### src/design/pot_median_ema_color_conditioner_defines.svh
// ----------------------------------------------------------------------------
// Assertion macros for the potentiometer conditioner
// Immediate-implication and next-cycle-implication checks with async reset.
// ----------------------------------------------------------------------------
`ifndef POT_MEDIAN_EMA_COLOR_CONDITIONER_DEFINES_SVH
`define POT_MEDIAN_EMA_COLOR_CONDITIONER_DEFINES_SVH

// The consequent must hold in the same cycle as the antecedent.
`define PMC_ASSERT_IMPL(name, clock, rst_n, ante, cons) \
	name: assert property (@(posedge clock) disable iff (!(rst_n)) (ante) |-> (cons)) \
		else $error("pmc: same-cycle check failed");

// The consequent must hold in the cycle after the antecedent.
`define PMC_ASSERT_NEXT(name, clock, rst_n, ante, cons) \
	name: assert property (@(posedge clock) disable iff (!(rst_n)) (ante) |=> (cons)) \
		else $error("pmc: next-cycle check failed");

`endif

### src/design/pmc_pkg.sv
// ----------------------------------------------------------------------------
// pmc_pkg
// Shared types and constants of the potentiometer conditioner.
// ----------------------------------------------------------------------------
package pmc_pkg;

	localparam int NUM_CH    = 5;
	localparam int NUM_COLOR = 4;
	localparam int CH_W      = 3;
	localparam int SAMPLE_W  = 12;
	localparam int LVL_W     = 8;
	localparam int SCALED_W  = SAMPLE_W + LVL_W;
	localparam int WSUM_W    = 12;
	localparam int PROD_W    = 2 * LVL_W;

	localparam int CH_RED    = 0;
	localparam int CH_GREEN  = 1;
	localparam int CH_BLUE   = 2;
	localparam int CH_WHITE  = 3;
	localparam logic [CH_W-1:0] CH_BRIGHT = 3'd4;

	localparam int Q_DEPTH = 2;

	localparam int CFG_IDX_W  = 4;
	localparam int CFG_DATA_W = 8;
	localparam logic [CFG_IDX_W-1:0] REG_HYST  = 4'd0;
	localparam logic [CFG_IDX_W-1:0] REG_ALPHA = 4'd1;

	localparam logic [7:0] HYST_RESET  = 8'd2;
	localparam logic [3:0] ALPHA_RESET = 4'd2;
	localparam logic [3:0] W_MAX       = 4'd10;

	// Exact reciprocal multipliers: floor(v/10) for v < 2^12, floor(v/255) for v < 2^16.
	localparam int DIV10_MUL_W  = 13;
	localparam logic [DIV10_MUL_W-1:0] DIV10_MUL = 13'd6554;
	localparam int DIV10_SHIFT  = 16;
	localparam int DIV255_MUL_W = 17;
	localparam logic [DIV255_MUL_W-1:0] DIV255_MUL = 17'd65794;
	localparam int DIV255_SHIFT = 24;

	typedef logic [LVL_W-1:0] level_t;

	typedef struct packed {
		logic [CH_W-1:0]     ch;
		logic [SCALED_W-1:0] scaled;
	} item_t;

	typedef struct packed {
		level_t [NUM_CH-1:0]    level;
		level_t [NUM_COLOR-1:0] drive;
		logic                   changed;
	} result_t;

endpackage

### src/design/pmc_front.sv
// ----------------------------------------------------------------------------
// pmc_front
// Takes requests, drops unused channel codes, forms the clamped median
// times 255 and hands it to the queue.
// ----------------------------------------------------------------------------
module pmc_front
	import pmc_pkg::*;
#(
	parameter int unsigned SAMPLE_MAX = 4095
)
(
	input  logic                clk,
	input  logic                arst_n,
	input  logic                push,
	output logic                full,
	input  logic [CH_W-1:0]     channel,
	input  logic [SAMPLE_W-1:0] sample_a,
	input  logic [SAMPLE_W-1:0] sample_b,
	input  logic [SAMPLE_W-1:0] sample_c,
	output logic                q_push,
	output item_t               q_item,
	input  logic                q_full
);

	localparam logic [16:0] SMAX = 17'(SAMPLE_MAX);

	function automatic logic [SAMPLE_W-1:0] median3(input logic [SAMPLE_W-1:0] x,
		input logic [SAMPLE_W-1:0] y, input logic [SAMPLE_W-1:0] z);
		logic [SAMPLE_W-1:0] lo;
		logic [SAMPLE_W-1:0] hi;
		lo = (x < y) ? x : y;
		hi = (x < y) ? y : x;
		return (z >= hi) ? hi : ((z <= lo) ? lo : z);
	endfunction

	logic                v_s1;
	item_t               item_s1;
	logic                accept;
	logic [SAMPLE_W-1:0] med;
	logic [SAMPLE_W-1:0] raw;
	logic [SCALED_W-1:0] scaled;

	assign accept = push && !full;
	assign full   = v_s1 && q_full;
	assign q_push = v_s1;
	assign q_item = item_s1;

	always_comb begin
		med    = median3(sample_a, sample_b, sample_c);
		raw    = (17'(med) > SMAX) ? SMAX[SAMPLE_W-1:0] : med;
		scaled = {raw, LVL_W'(0)} - SCALED_W'(raw);
	end

	always_ff @(posedge clk or negedge arst_n) begin
		if (!arst_n) begin
			v_s1 <= 1'b0;
		end else if (accept) begin
			v_s1 <= (channel < CH_W'(NUM_CH));
		end else if (v_s1 && !q_full) begin
			v_s1 <= 1'b0;
		end
	end

	always_ff @(posedge clk) begin
		if (accept) begin
			item_s1.ch     <= channel;
			item_s1.scaled <= scaled;
		end
	end

endmodule

### src/design/pmc_queue.sv
// ----------------------------------------------------------------------------
// pmc_queue
// Short FIFO that decouples the front from the back.
// ----------------------------------------------------------------------------
`include "pot_median_ema_color_conditioner_defines.svh"

module pmc_queue
	import pmc_pkg::*;
(
	input  logic  clk,
	input  logic  arst_n,
	input  logic  wr,
	input  item_t wr_item,
	output logic  full,
	input  logic  rd,
	output logic  rd_valid,
	output item_t rd_item
);

	localparam int PTR_W = $clog2(Q_DEPTH);
	localparam int CNT_W = $clog2(Q_DEPTH + 1);

	item_t             mem_q [Q_DEPTH];
	logic [PTR_W-1:0]  wptr_q;
	logic [PTR_W-1:0]  rptr_q;
	logic [CNT_W-1:0]  count_q;
	logic              do_wr;
	logic              do_rd;

	assign full     = (count_q == CNT_W'(Q_DEPTH));
	assign rd_valid = (count_q != '0);
	assign rd_item  = mem_q[rptr_q];
	assign do_wr    = wr && !full;
	assign do_rd    = rd && rd_valid;

	always_ff @(posedge clk or negedge arst_n) begin
		if (!arst_n) begin
			wptr_q  <= '0;
			rptr_q  <= '0;
			count_q <= '0;
		end else begin
			if (do_wr) begin
				wptr_q <= (wptr_q == PTR_W'(Q_DEPTH - 1)) ? '0 : wptr_q + 1'b1;
			end
			if (do_rd) begin
				rptr_q <= (rptr_q == PTR_W'(Q_DEPTH - 1)) ? '0 : rptr_q + 1'b1;
			end
			if (do_wr && !do_rd) begin
				count_q <= count_q + 1'b1;
			end else if (do_rd && !do_wr) begin
				count_q <= count_q - 1'b1;
			end
		end
	end

	always_ff @(posedge clk) begin
		if (do_wr) begin
			mem_q[wptr_q] <= wr_item;
		end
	end

	`PMC_ASSERT_IMPL(a_count_bound, clk, arst_n, 1'b1, count_q <= CNT_W'(Q_DEPTH))
	`PMC_ASSERT_NEXT(a_count_grows, clk, arst_n, do_wr && !do_rd, count_q == CNT_W'($past(count_q) + 1'b1))

endmodule

### src/design/pmc_back.sv
// ----------------------------------------------------------------------------
// pmc_back
// Sequencer that maps a request to a level, updates the channel average and,
// on a brightness request, builds the drive values and the result.
// ----------------------------------------------------------------------------
`include "pot_median_ema_color_conditioner_defines.svh"

module pmc_back
	import pmc_pkg::*;
#(
	parameter int unsigned SAMPLE_MAX = 4095
)
(
	input  logic       clk,
	input  logic       arst_n,
	input  logic       q_valid,
	input  item_t      q_item,
	output logic       q_pop,
	input  logic [7:0] hysteresis,
	input  logic [3:0] alpha_weight,
	input  logic       pop,
	output logic       empty,
	output result_t    result
);

	// floor(x / SAMPLE_MAX) as (x * LVL_MUL) >> LVL_SHIFT, exact for x < 2^SCALED_W.
	localparam int LVL_L     = $clog2(SAMPLE_MAX);
	localparam int LVL_SHIFT = SCALED_W + LVL_L;
	localparam int LVL_MUL_W = SCALED_W + 1;
	localparam logic [63:0] LVL_MUL_FULL =
		((64'd1 << LVL_SHIFT) + 64'(SAMPLE_MAX) - 64'd1) / 64'(SAMPLE_MAX);
	localparam logic [LVL_MUL_W-1:0] LVL_MUL = LVL_MUL_FULL[LVL_MUL_W-1:0];
	localparam int LVL_PW    = LVL_SHIFT + LVL_W;
	localparam int DIV10_PW  = WSUM_W + DIV10_MUL_W;
	localparam int DIV255_PW = PROD_W + DIV255_MUL_W;

	typedef enum logic [2:0] {
		ST_IDLE,
		ST_LEVEL,
		ST_MIX,
		ST_DIV,
		ST_DRIVE,
		ST_PUBLISH
	} state_t;

	state_t                  state_q;
	logic [CH_W-1:0]         ch_q;
	logic [SCALED_W-1:0]     scaled_q;
	level_t                  lvl_q;
	logic [WSUM_W-1:0]       wsum_q;
	logic [CH_W-1:0]         idx_q;
	logic [PROD_W-1:0]       prod_s1;
	level_t [NUM_CH-1:0]     avg_q;
	level_t [NUM_CH-1:0]     stored_q;
	level_t [NUM_COLOR-1:0]  drive_q;
	logic                    stored_valid_q;
	logic                    res_valid_q;
	result_t                 res_q;

	logic [LVL_PW-1:0]       lvl_prod;
	level_t                  lvl_new;
	logic [3:0]              w;
	logic [3:0]              inv_w;
	logic [CH_W-1:0]         rd_addr;
	level_t                  rd_avg;
	level_t                  seed;
	logic [WSUM_W-1:0]       wsum;
	logic [DIV10_PW-1:0]     div10_prod;
	level_t                  avg_new;
	logic [PROD_W-1:0]       br_prod;
	logic [DIV255_PW-1:0]    div255_prod;
	level_t                  drive_new;
	logic [1:0]              drive_idx;
	logic [NUM_CH-1:0]       moved;
	logic                    chg;
	logic                    load;

	always_comb begin
		lvl_prod = LVL_PW'(scaled_q) * LVL_PW'(LVL_MUL);
		lvl_new  = 8'd255 - lvl_prod[LVL_SHIFT +: LVL_W];

		w       = (alpha_weight > W_MAX) ? W_MAX : alpha_weight;
		inv_w   = W_MAX - w;
		rd_addr = (state_q == ST_DRIVE) ? idx_q : ch_q;
		rd_avg  = avg_q[rd_addr];
		// A zero average is seeded with the new level before blending.
		seed    = (rd_avg == '0) ? lvl_q : rd_avg;
		wsum    = WSUM_W'(seed) * WSUM_W'(inv_w) + WSUM_W'(lvl_q) * WSUM_W'(w);

		div10_prod = DIV10_PW'(wsum_q) * DIV10_PW'(DIV10_MUL);
		avg_new    = div10_prod[DIV10_SHIFT +: LVL_W];

		br_prod     = PROD_W'(rd_avg) * PROD_W'(avg_q[CH_BRIGHT]);
		div255_prod = DIV255_PW'(prod_s1) * DIV255_PW'(DIV255_MUL);
		drive_new   = div255_prod[DIV255_SHIFT +: LVL_W];
		drive_idx   = 2'(idx_q - 1'b1);

		for (int i = 0; i < NUM_CH; i++) begin
			moved[i] = (avg_q[i] > stored_q[i]) ?
				((avg_q[i] - stored_q[i]) >= hysteresis) :
				((stored_q[i] - avg_q[i]) >= hysteresis);
		end
		chg  = !stored_valid_q || (moved != '0);
		load = (state_q == ST_PUBLISH) && (!res_valid_q || pop);
	end

	assign q_pop  = (state_q == ST_IDLE) && q_valid;
	assign empty  = !res_valid_q;
	assign result = res_q;

	always_ff @(posedge clk or negedge arst_n) begin
		if (!arst_n) begin
			state_q        <= ST_IDLE;
			ch_q           <= '0;
			scaled_q       <= '0;
			lvl_q          <= '0;
			wsum_q         <= '0;
			idx_q          <= '0;
			prod_s1        <= '0;
			avg_q          <= '0;
			stored_q       <= '0;
			drive_q        <= '0;
			stored_valid_q <= 1'b0;
			res_valid_q    <= 1'b0;
			res_q          <= '0;
		end else begin
			if (load) begin
				res_valid_q <= 1'b1;
			end else if (pop) begin
				res_valid_q <= 1'b0;
			end

			unique case (state_q)
				ST_IDLE: begin
					if (q_valid) begin
						ch_q     <= q_item.ch;
						scaled_q <= q_item.scaled;
						state_q  <= ST_LEVEL;
					end
				end
				ST_LEVEL: begin
					lvl_q   <= lvl_new;
					state_q <= ST_MIX;
				end
				ST_MIX: begin
					wsum_q  <= wsum;
					state_q <= ST_DIV;
				end
				ST_DIV: begin
					avg_q[ch_q] <= avg_new;
					idx_q       <= '0;
					state_q     <= (ch_q == CH_BRIGHT) ? ST_DRIVE : ST_IDLE;
				end
				ST_DRIVE: begin
					// One product per cycle; the division by 255 works on the previous product, held in prod_s1.
					prod_s1 <= br_prod;
					if (idx_q != '0) begin
						drive_q[drive_idx] <= drive_new;
					end
					if (idx_q == CH_W'(NUM_COLOR)) begin
						state_q <= ST_PUBLISH;
					end else begin
						idx_q <= idx_q + 1'b1;
					end
				end
				ST_PUBLISH: begin
					if (load) begin
						res_q.level   <= avg_q;
						res_q.drive   <= drive_q;
						res_q.changed <= chg;
						if (chg) begin
							stored_q       <= avg_q;
							stored_valid_q <= 1'b1;
						end
						state_q <= ST_IDLE;
					end
				end
				default: begin
					state_q <= ST_IDLE;
				end
			endcase
		end
	end

	`PMC_ASSERT_IMPL(a_drive_only_bright, clk, arst_n, state_q == ST_DRIVE, ch_q == CH_BRIGHT)
	`PMC_ASSERT_NEXT(a_stored_sticky, clk, arst_n, stored_valid_q, stored_valid_q)
	`PMC_ASSERT_IMPL(a_no_overwrite, clk, arst_n, load, !res_valid_q || pop)

endmodule

### src/design/pot_median_ema_color_conditioner.sv
// ----------------------------------------------------------------------------
// pot_median_ema_color_conditioner
// The back sequencer takes one request at a time. A color request runs through
// ST_LEVEL, ST_MIX and ST_DIV, where its average is updated; a brightness request
// also passes through ST_DRIVE and ST_PUBLISH, where a waiting result can hold it.
// Reset is asynchronous: averages and stored frame clear, hysteresis and weight return to 2.
// ----------------------------------------------------------------------------
module pot_median_ema_color_conditioner
	import pmc_pkg::*;
#(
	parameter int unsigned SAMPLE_MAX = 4095
)
(
	input  logic                  clk,
	input  logic                  arst_n,
	input  logic                  push,
	output logic                  full,
	input  logic [CH_W-1:0]       channel,
	input  logic [SAMPLE_W-1:0]   sample_a,
	input  logic [SAMPLE_W-1:0]   sample_b,
	input  logic [SAMPLE_W-1:0]   sample_c,
	output logic                  empty,
	input  logic                  pop,
	output logic [LVL_W-1:0]      red_level,
	output logic [LVL_W-1:0]      green_level,
	output logic [LVL_W-1:0]      blue_level,
	output logic [LVL_W-1:0]      white_level,
	output logic [LVL_W-1:0]      bright_level,
	output logic [LVL_W-1:0]      red_drive,
	output logic [LVL_W-1:0]      green_drive,
	output logic [LVL_W-1:0]      blue_drive,
	output logic [LVL_W-1:0]      white_drive,
	output logic                  changed,
	input  logic                  cfg_valid,
	output logic                  cfg_ready,
	input  logic [CFG_IDX_W-1:0]  cfg_index,
	input  logic [CFG_DATA_W-1:0] cfg_data
);

	logic [7:0] hysteresis_q;
	logic [3:0] alpha_q;
	logic       q_push;
	item_t      q_wr_item;
	logic       q_full;
	logic       q_valid;
	item_t      q_rd_item;
	logic       q_pop;
	result_t    result;

	assign cfg_ready = 1'b1;

	always_ff @(posedge clk or negedge arst_n) begin
		if (!arst_n) begin
			hysteresis_q <= HYST_RESET;
			alpha_q      <= ALPHA_RESET;
		end else if (cfg_valid && cfg_ready) begin
			unique case (cfg_index)
				REG_HYST:  hysteresis_q <= cfg_data;
				REG_ALPHA: alpha_q      <= cfg_data[3:0];
				default: begin
				end
			endcase
		end
	end

	pmc_front #(
		.SAMPLE_MAX(SAMPLE_MAX)
	) u_front (
		.clk      (clk),
		.arst_n   (arst_n),
		.push     (push),
		.full     (full),
		.channel  (channel),
		.sample_a (sample_a),
		.sample_b (sample_b),
		.sample_c (sample_c),
		.q_push   (q_push),
		.q_item   (q_wr_item),
		.q_full   (q_full)
	);

	pmc_queue u_queue (
		.clk      (clk),
		.arst_n   (arst_n),
		.wr       (q_push),
		.wr_item  (q_wr_item),
		.full     (q_full),
		.rd       (q_pop),
		.rd_valid (q_valid),
		.rd_item  (q_rd_item)
	);

	pmc_back #(
		.SAMPLE_MAX(SAMPLE_MAX)
	) u_back (
		.clk          (clk),
		.arst_n       (arst_n),
		.q_valid      (q_valid),
		.q_item       (q_rd_item),
		.q_pop        (q_pop),
		.hysteresis   (hysteresis_q),
		.alpha_weight (alpha_q),
		.pop          (pop),
		.empty        (empty),
		.result       (result)
	);

	assign red_level    = result.level[CH_RED];
	assign green_level  = result.level[CH_GREEN];
	assign blue_level   = result.level[CH_BLUE];
	assign white_level  = result.level[CH_WHITE];
	assign bright_level = result.level[CH_BRIGHT];
	assign red_drive    = result.drive[CH_RED];
	assign green_drive  = result.drive[CH_GREEN];
	assign blue_drive   = result.drive[CH_BLUE];
	assign white_drive  = result.drive[CH_WHITE];
	assign changed      = result.changed;

endmodule
### config.mk
export PLATFORM = sky130hd
export DESIGN_NAME = pot_median_ema_color_conditioner
export DESIGN_NICKNAME = d
export VERILOG_FILES = /design/src/design/pmc_pkg.sv /design/src/design/pmc_front.sv /design/src/design/pmc_queue.sv /design/src/design/pmc_back.sv /design/src/design/pot_median_ema_color_conditioner.sv
export VERILOG_INCLUDE_DIRS = /design/src /design/src/design
export SDC_FILE = /design/constraint.sdc
export NUM_CORES = 1
export LEC_CHECK = 0
export BUFFER_PORTS_ARGS = -buffer_cell sky130_fd_sc_hd__buf_2
export CAP_MARGIN = 5
export CORE_ASPECT_RATIO = 1.75
export CORE_MARGIN = 1.5
export CORE_UTILIZATION = 30
export DETAILED_ROUTE_END_ITERATION = 10
export PLACE_DENSITY = 0.55
export SLEW_MARGIN = 20
export SYNTH_ARGS = -nofsm -noshare
export SYNTH_HDL_FRONTEND = slang
export SYNTH_SLANG_ARGS = --single-unit
### constraint.sdc
create_clock -name clk -period 7.5 [get_ports clk]
set_input_delay 1.125 -clock clk [delete_from_list [all_inputs] [get_ports clk]]
set_output_delay 1.125 -clock clk [all_outputs]
set_load 0.02 [all_outputs]
After elaboration in Yosys (flattened, before gate mapping). Memory sizes are Yosys's and may differ from the RTL's. A register that Yosys moved wholly into a read port is not among the register bits. Cells that the tools add are included. Widths: inputs -> output; s select.

ROM bits: 0. Latch bits: 0. Input port bits: 56. Word-level logic and storage cells: 178. Memories: 1. Flip-flop bits (word level): 269. Bits in writable memories: 46.

Multiply operators: 6. Shift-type cells: 0. $add $sub $neg: 20. Eq/ne operators: 13. Reduce and logical (&&, ||, !) cells: 37. Divide/modulo/power cells: 0. $lt $le $gt $ge: 25. Muxes and demuxes: 37. Bitwise operators: 0.

Memory list: u_queue.mem_q (words 2, width 23, read ports 1, clocked after memory_dff 1, write ports 1, RTL line pmc_queue.sv:23) `item_t mem_q [Q_DEPTH];`.

Operators by type and width (number): $ge 8x8->1 (10); $sub 8x8->8 (10); $mux 12 (4); $bwmux 40 (1); $gt 8x8->1 (5); $mul 20x21->40 const B (1); $bwmux 32 (1); $mux 8 (4); $mul 16x16->31 const B (1); $bmux 8 s3 (1); $demux 8 s3 (1); $mul 8x4->12 (2); $mul 12x12->23 const B (1); $sub 20x12->20 (1); $mux 3 (6); $pmux 3 s6 (1); $demux 8 s2 (1); $mul 8x8->16 (1); $mux 1 (13); $add 12x12->12 (1); $eq 3x3->1 const B (4); $ge 12x12->1 (1); $le 12x12->1 (1); $lt 12x12->1 (1); 32 further kinds (65).

Logic depth before layout (Yosys ltp).
Depth in word-level cells: 8. Depth in mapped cells: 31. Gate-level depth less buffers: 30.

Cells and area by module. Synthesis repeated with hierarchy kept, for this count alone.

Cell total of the unflattened synthesis: 3007. Area total of the unflattened synthesis: 29070.4 µm².

By module, submodules not included: pmc_back (sequential area each 6306.0 µm², instances 1, cells each 2516, area an instance 23481.3 µm²); pmc_front (sequential area each 715.7 µm², instances 1, cells each 371, area an instance 3113.0 µm²); pmc_queue (sequential area each 1481.4 µm², instances 1, cells each 91, area an instance 1963.1 µm²); pot_median_ema_color_conditioner (sequential area each 302.8 µm², instances 1, cells each 29, area an instance 513.0 µm²).

Worst setup path after synthesis. Ideal clock, no wire load.

Path type: reg2reg. Start point: register u_back.state_q[1]. End point: register u_back.wsum_q[11]. Arrival: 7.321 ns. Setup time: 0.135 ns. Setup slack: 0.043 ns. Stages on the path, launching flop included: 29. Path through: dfrtp_1 > clkbuf_1 > nand2b_1 > nor2_1 > mux2i_1 > mux4_2 > a22oi_1 > nand3_1 > nor3_2 > mux2i_1 > nor2_1 > fa_1 > inv_1 > fa_1 > inv_1 > fa_1 > inv_1 > fa_1 > inv_1 > ha_1 > a21oi_1 > o21bai_1 > a21oi_1 > o21bai_1 > a21oi_1 > o21bai_1 > a21oi_1 > xnor2_1 > o21ai_0.

Word-level cells in the longest chain between the ends: 8.

RTL lines: start, declared (RTL line pmc_back.sv:46) `state_t state_q;`; start signal, assigned (RTL line pmc_back.sv:152) `state_q <= (ch_q == CH_BRIGHT) ? ST_DRIVE : ST_IDLE;`; $eq 3x3->1 (RTL line pmc_back.sv:84) `rd_addr = (state_q == ST_DRIVE) ? idx_q : ch_q;`; $mux 3 (RTL line pmc_back.sv:84); $bmux 8 s3 (RTL line pmc_back.sv:85) `rd_avg = avg_q[rd_addr];`; $mux 8 (implied by the code) (RTL line pmc_back.sv:85); $logic_not 8->1 (RTL line pmc_back.sv:87) `seed = (rd_avg == '0) ? lvl_q : rd_avg;`; $mux 8 (RTL line pmc_back.sv:87); $mul 8x4->12 (RTL line pmc_back.sv:88) `wsum = WSUM_W'(seed) * WSUM_W'(inv_w) + WSUM_W'(lvl_q) * WSUM_W'(w);`; $add 12x12->12 (RTL line pmc_back.sv:88); end signal, assigned (RTL line pmc_back.sv:146) `wsum_q <= wsum;`; end, declared (RTL line pmc_back.sv:50) `logic [WSUM_W-1:0] wsum_q;`.

Parallel ways exist; a longest one is shown, timed or not. The select of a mux whose other input is x is not followed. A chain may end at the register's enable or synchronous reset.

Worst setup path after layout.
Start point: register u_back.state_q[2]. End point: register u_back.wsum_q[11].

The elaborated chain is that of the path after synthesis.

==> flow_metrics.tcl <==
set metrics [dict create \
    drive_gt1_share_pct 13.41 \
    antenna_left 0 \
    grtUsageTotal_pct 15.01 \
    maxCapViolations 0 \
    rsz0062_at_grt "no" \
    io_pins 132 \
    globalRouteOverflowTotal 0 \
    critical_path_class "reg2reg" \
    syn_nets 3385 \
    htree_levels 2 \
    ys_seq_elements 338 \
    violations "design-rule violations" \
    relSlewSlack_pct 30.49 \
    cts_tree "built" \
    placed_cells 4021 \
    crit_end "u_back.wsum_q[11]" \
    fill_cells 9624 \
    rows 148 \
    fin_nets 3518 \
    portBuffers 130 \
    critical_path.max_stage_delay_ns 0.54 \
    grt_pass1_wl_um 111600 \
    routed_via_density 4.828 \
    fmax_mhz 143.9 \
    reg2reg_from "u_back.state_q[2]" \
    outcome "finished with violations" \
    clkSlewWorstSetupHoldPaths_ns 0.07 \
    syn_area_sq_um 28130 \
    drtPass1Iterations 10 \
    cp.required_ns 7.91 \
    place.gp.congestion 0.8855 \
    postCtsHoldBufs 0 \
    synth_area_leader_cell "dfrtp_1" \
    rrSetupSlack_ns 0.55 \
    synth-main-ff-cell "dfrtp_1" \
    layout.cells.non_filler 4086 \
    die_w_um 234.5 \
    netlist_top_cells_count "475 x ha_1, 345 x inv_1, 267 x dfrtp_1" \
    cts-buffers-inserted 36 \
    die_height_um 408.1 \
    drc_errors 2 \
    r2r_end "u_back.wsum_q[11]" \
    hpwl_um 56960 \
    yosysMostFrequentCell "ha_1" \
    synthesis.instances 2726 \
    routed_wl_um 70260 \
    antenna_cells 0 \
    async_reset_ff_share_pct 79.59 \
    ys_seq_area_share_pct 31.31 \
    placed_area_sq_um 30340 \
    core-area_sq_um 92960 \
    drv_slew 0 \
    fin_skew_ns 0.03032 \
    hold_violations 0 \
    tightest_slew_ns 1.043 \
    timing.final.crit_share_pct 92.64 \
    hp-class "reg2reg" \
    cts.sinks 338 \
    synthDistinctLibCells 89 \
    grt_pass1_vias 20790 \
    vias 19730 \
    synth_area_leaders "dfrtp_1 24%, ha_1 21%, fa_1 9.1%, edfxtp_1 7.4%, inv_1 4.6%" \
    yosysWarnings 0 \
    cp-end-kind "flop" \
    clockBufferDepth 3 \
    post-place-ws_ns 0.2051 \
    drt_iter0_drc 833 \
    cp_slowest_cell "mux4_2" \
    routedWlPerCell_um 17.20 \
    synth_edf_count 69 \
    finalSetupViolCount 0 \
    worstSetupStartpointType "flop" \
    area_delta_synth_final_pct 12.28 \
    critPathMaxFanout 9 \
    avgSynthCellArea_sq_um 10.32 \
    root_buffer "clkbuf_16" \
    finalSetupTns_ns 0 \
    period_needed_ns 6.948 \
    worstPathArrival_ns 7.36 \
    antenna_found_initial 0 \
    startpoint "u_back.state_q[2]" \
    clk_latency_ns 0.58 \
    timing.final.ws_setup_ns 0.5518 \
    synth_top_area_share_pct 23.75 \
    start_util_pct 30.26 \
    r2r_cells 30 \
    grt_max_degree 142 \
    die_area_sq_um 95680 \
    design_area_sq_um 31580 \
]
## through the flow
stage | util, % | hold slack [ns]
floorplan | - | 0.4215
global placement | 32.64 | 0.4238
detailed placement | 32.64 | 0.4290
CTS | 33.97 | 0.4466
global route | 33.97 | 0.4564
finish | 33.97 | 0.4443
## registers in the layout, summed over array words and instances (netlist names)
signal,flops
u_back.lvl_q,8
u_back.idx_q,3
u_back.prod_s1,16
u_queue.rptr_q,1
u_queue.mem_q,46
u_back.state_q,3
u_back.scaled_q,20
u_front.q_item,23
u_back.ch_q,3
u_back.stored_valid_q,1
u_back.result,73
u_queue.count_q,2
u_queue.wptr_q,1
u_back.wsum_q,12
u_front.q_push,1
u_back.stored_q,40
alpha_q,4
hysteresis_q,8
u_back.avg_q,40
u_back.drive_q,32
u_back.res_valid_q,1
## metal layers
| layer | track usage [%] | share of wire (%) | vias to the layer above |
|---|---|---|---|
| met1 | 15.37 | 37 | 9608 |
| met3 | 1.697 | 2.7 | 140 |
| met2 | 29.42 | 55 | 301 |
| met4 | 6.984 | 4.8 | 0 |
| met5 | 0 | 0 | - |
| li1 | - | - | 9678 |
## kinds of logic after synthesis
| kind of cell | Yosys count | share of synthesized area, % |
|---|---|---|
| AOI/OAI and AO/OA | 529 | 12.68 |
| and+or+nand+nor | 506 | 8.385 |
| DFF | 338 | 31.31 |
| adders and majority gates | 603 | 30.24 |
| muxes | 196 | 7.789 |
| other | 1 | 0.01333 |
| xor gates and xnor gates | 121 | 3.768 |
| buffers and inverters | 432 | 5.818 |
## timing repair
| action | CTS | global route |
|---|---|---|
| setup endpoints to repair | 0 | 1 |
| setup buffers | 0 | 0 |
| resized for setup | 0 | 1 |
## area by class of cell
cell class	instances	area [sq um]	area share [%]
flip-flops and latches	338	8806	27.88
well taps	1200	1501	4.754
inverters	352	1321	4.184
multi-input cells	1956	17700	56.06
clock buffers	44	982.2	3.110
repair buffers	175	1011	3.201
clock inverters	21	255.2	0.8082
## worst min path at each step
stage          cells past startpoint          startpoint  slack [ns]                    to
2_1_floorplan                      0   u_front.q_item[0]        0.42   u_queue.mem_q[0][0]
6_report                           0   u_front.q_item[2]        0.44   u_queue.mem_q[1][2]
5_1_grt                            0   u_front.q_item[6]        0.46   u_queue.mem_q[0][6]
4_1_cts                            0   u_front.q_item[2]        0.45   u_queue.mem_q[1][2]
3_3_place_gp                       0  u_front.q_item[13]        0.42  u_queue.mem_q[1][13]
3_5_place_dp                       0  u_front.q_item[20]        0.43  u_queue.mem_q[1][20]
## critical path: cells and delay by family, from the launching register on
family	cells	cell delay (ns)
DFF	1	0.44
adders and majority gates	5	2.35
AOI/OAI and AO/OA	9	1.38
xor gates and xnor gates	1	0.12
muxes	3	0.94
and+or+nand+nor	5	0.83
buffers and inverters	7	0.75
## layout by cell type, fill, tap and decap left out, types with 38 or more instances in the layout
cell / n
dfrtp_1: 267
edfxtp_1: 69
xnor2_1: 83
o21ai_0: 136
xor2_1: 38
fa_1: 128
mux2i_1: 85
mux2_2: 103
buf_2: 129
nor2_1: 120
buf_4: 44
a21oi_1: 102
a21o_1: 110
inv_1: 345
ha_1: 475
nand2_1: 219
Power is left out: the tool's default activity adds up to more than one toggle a clock period on the data nets, which glitch-free logic cannot reach.
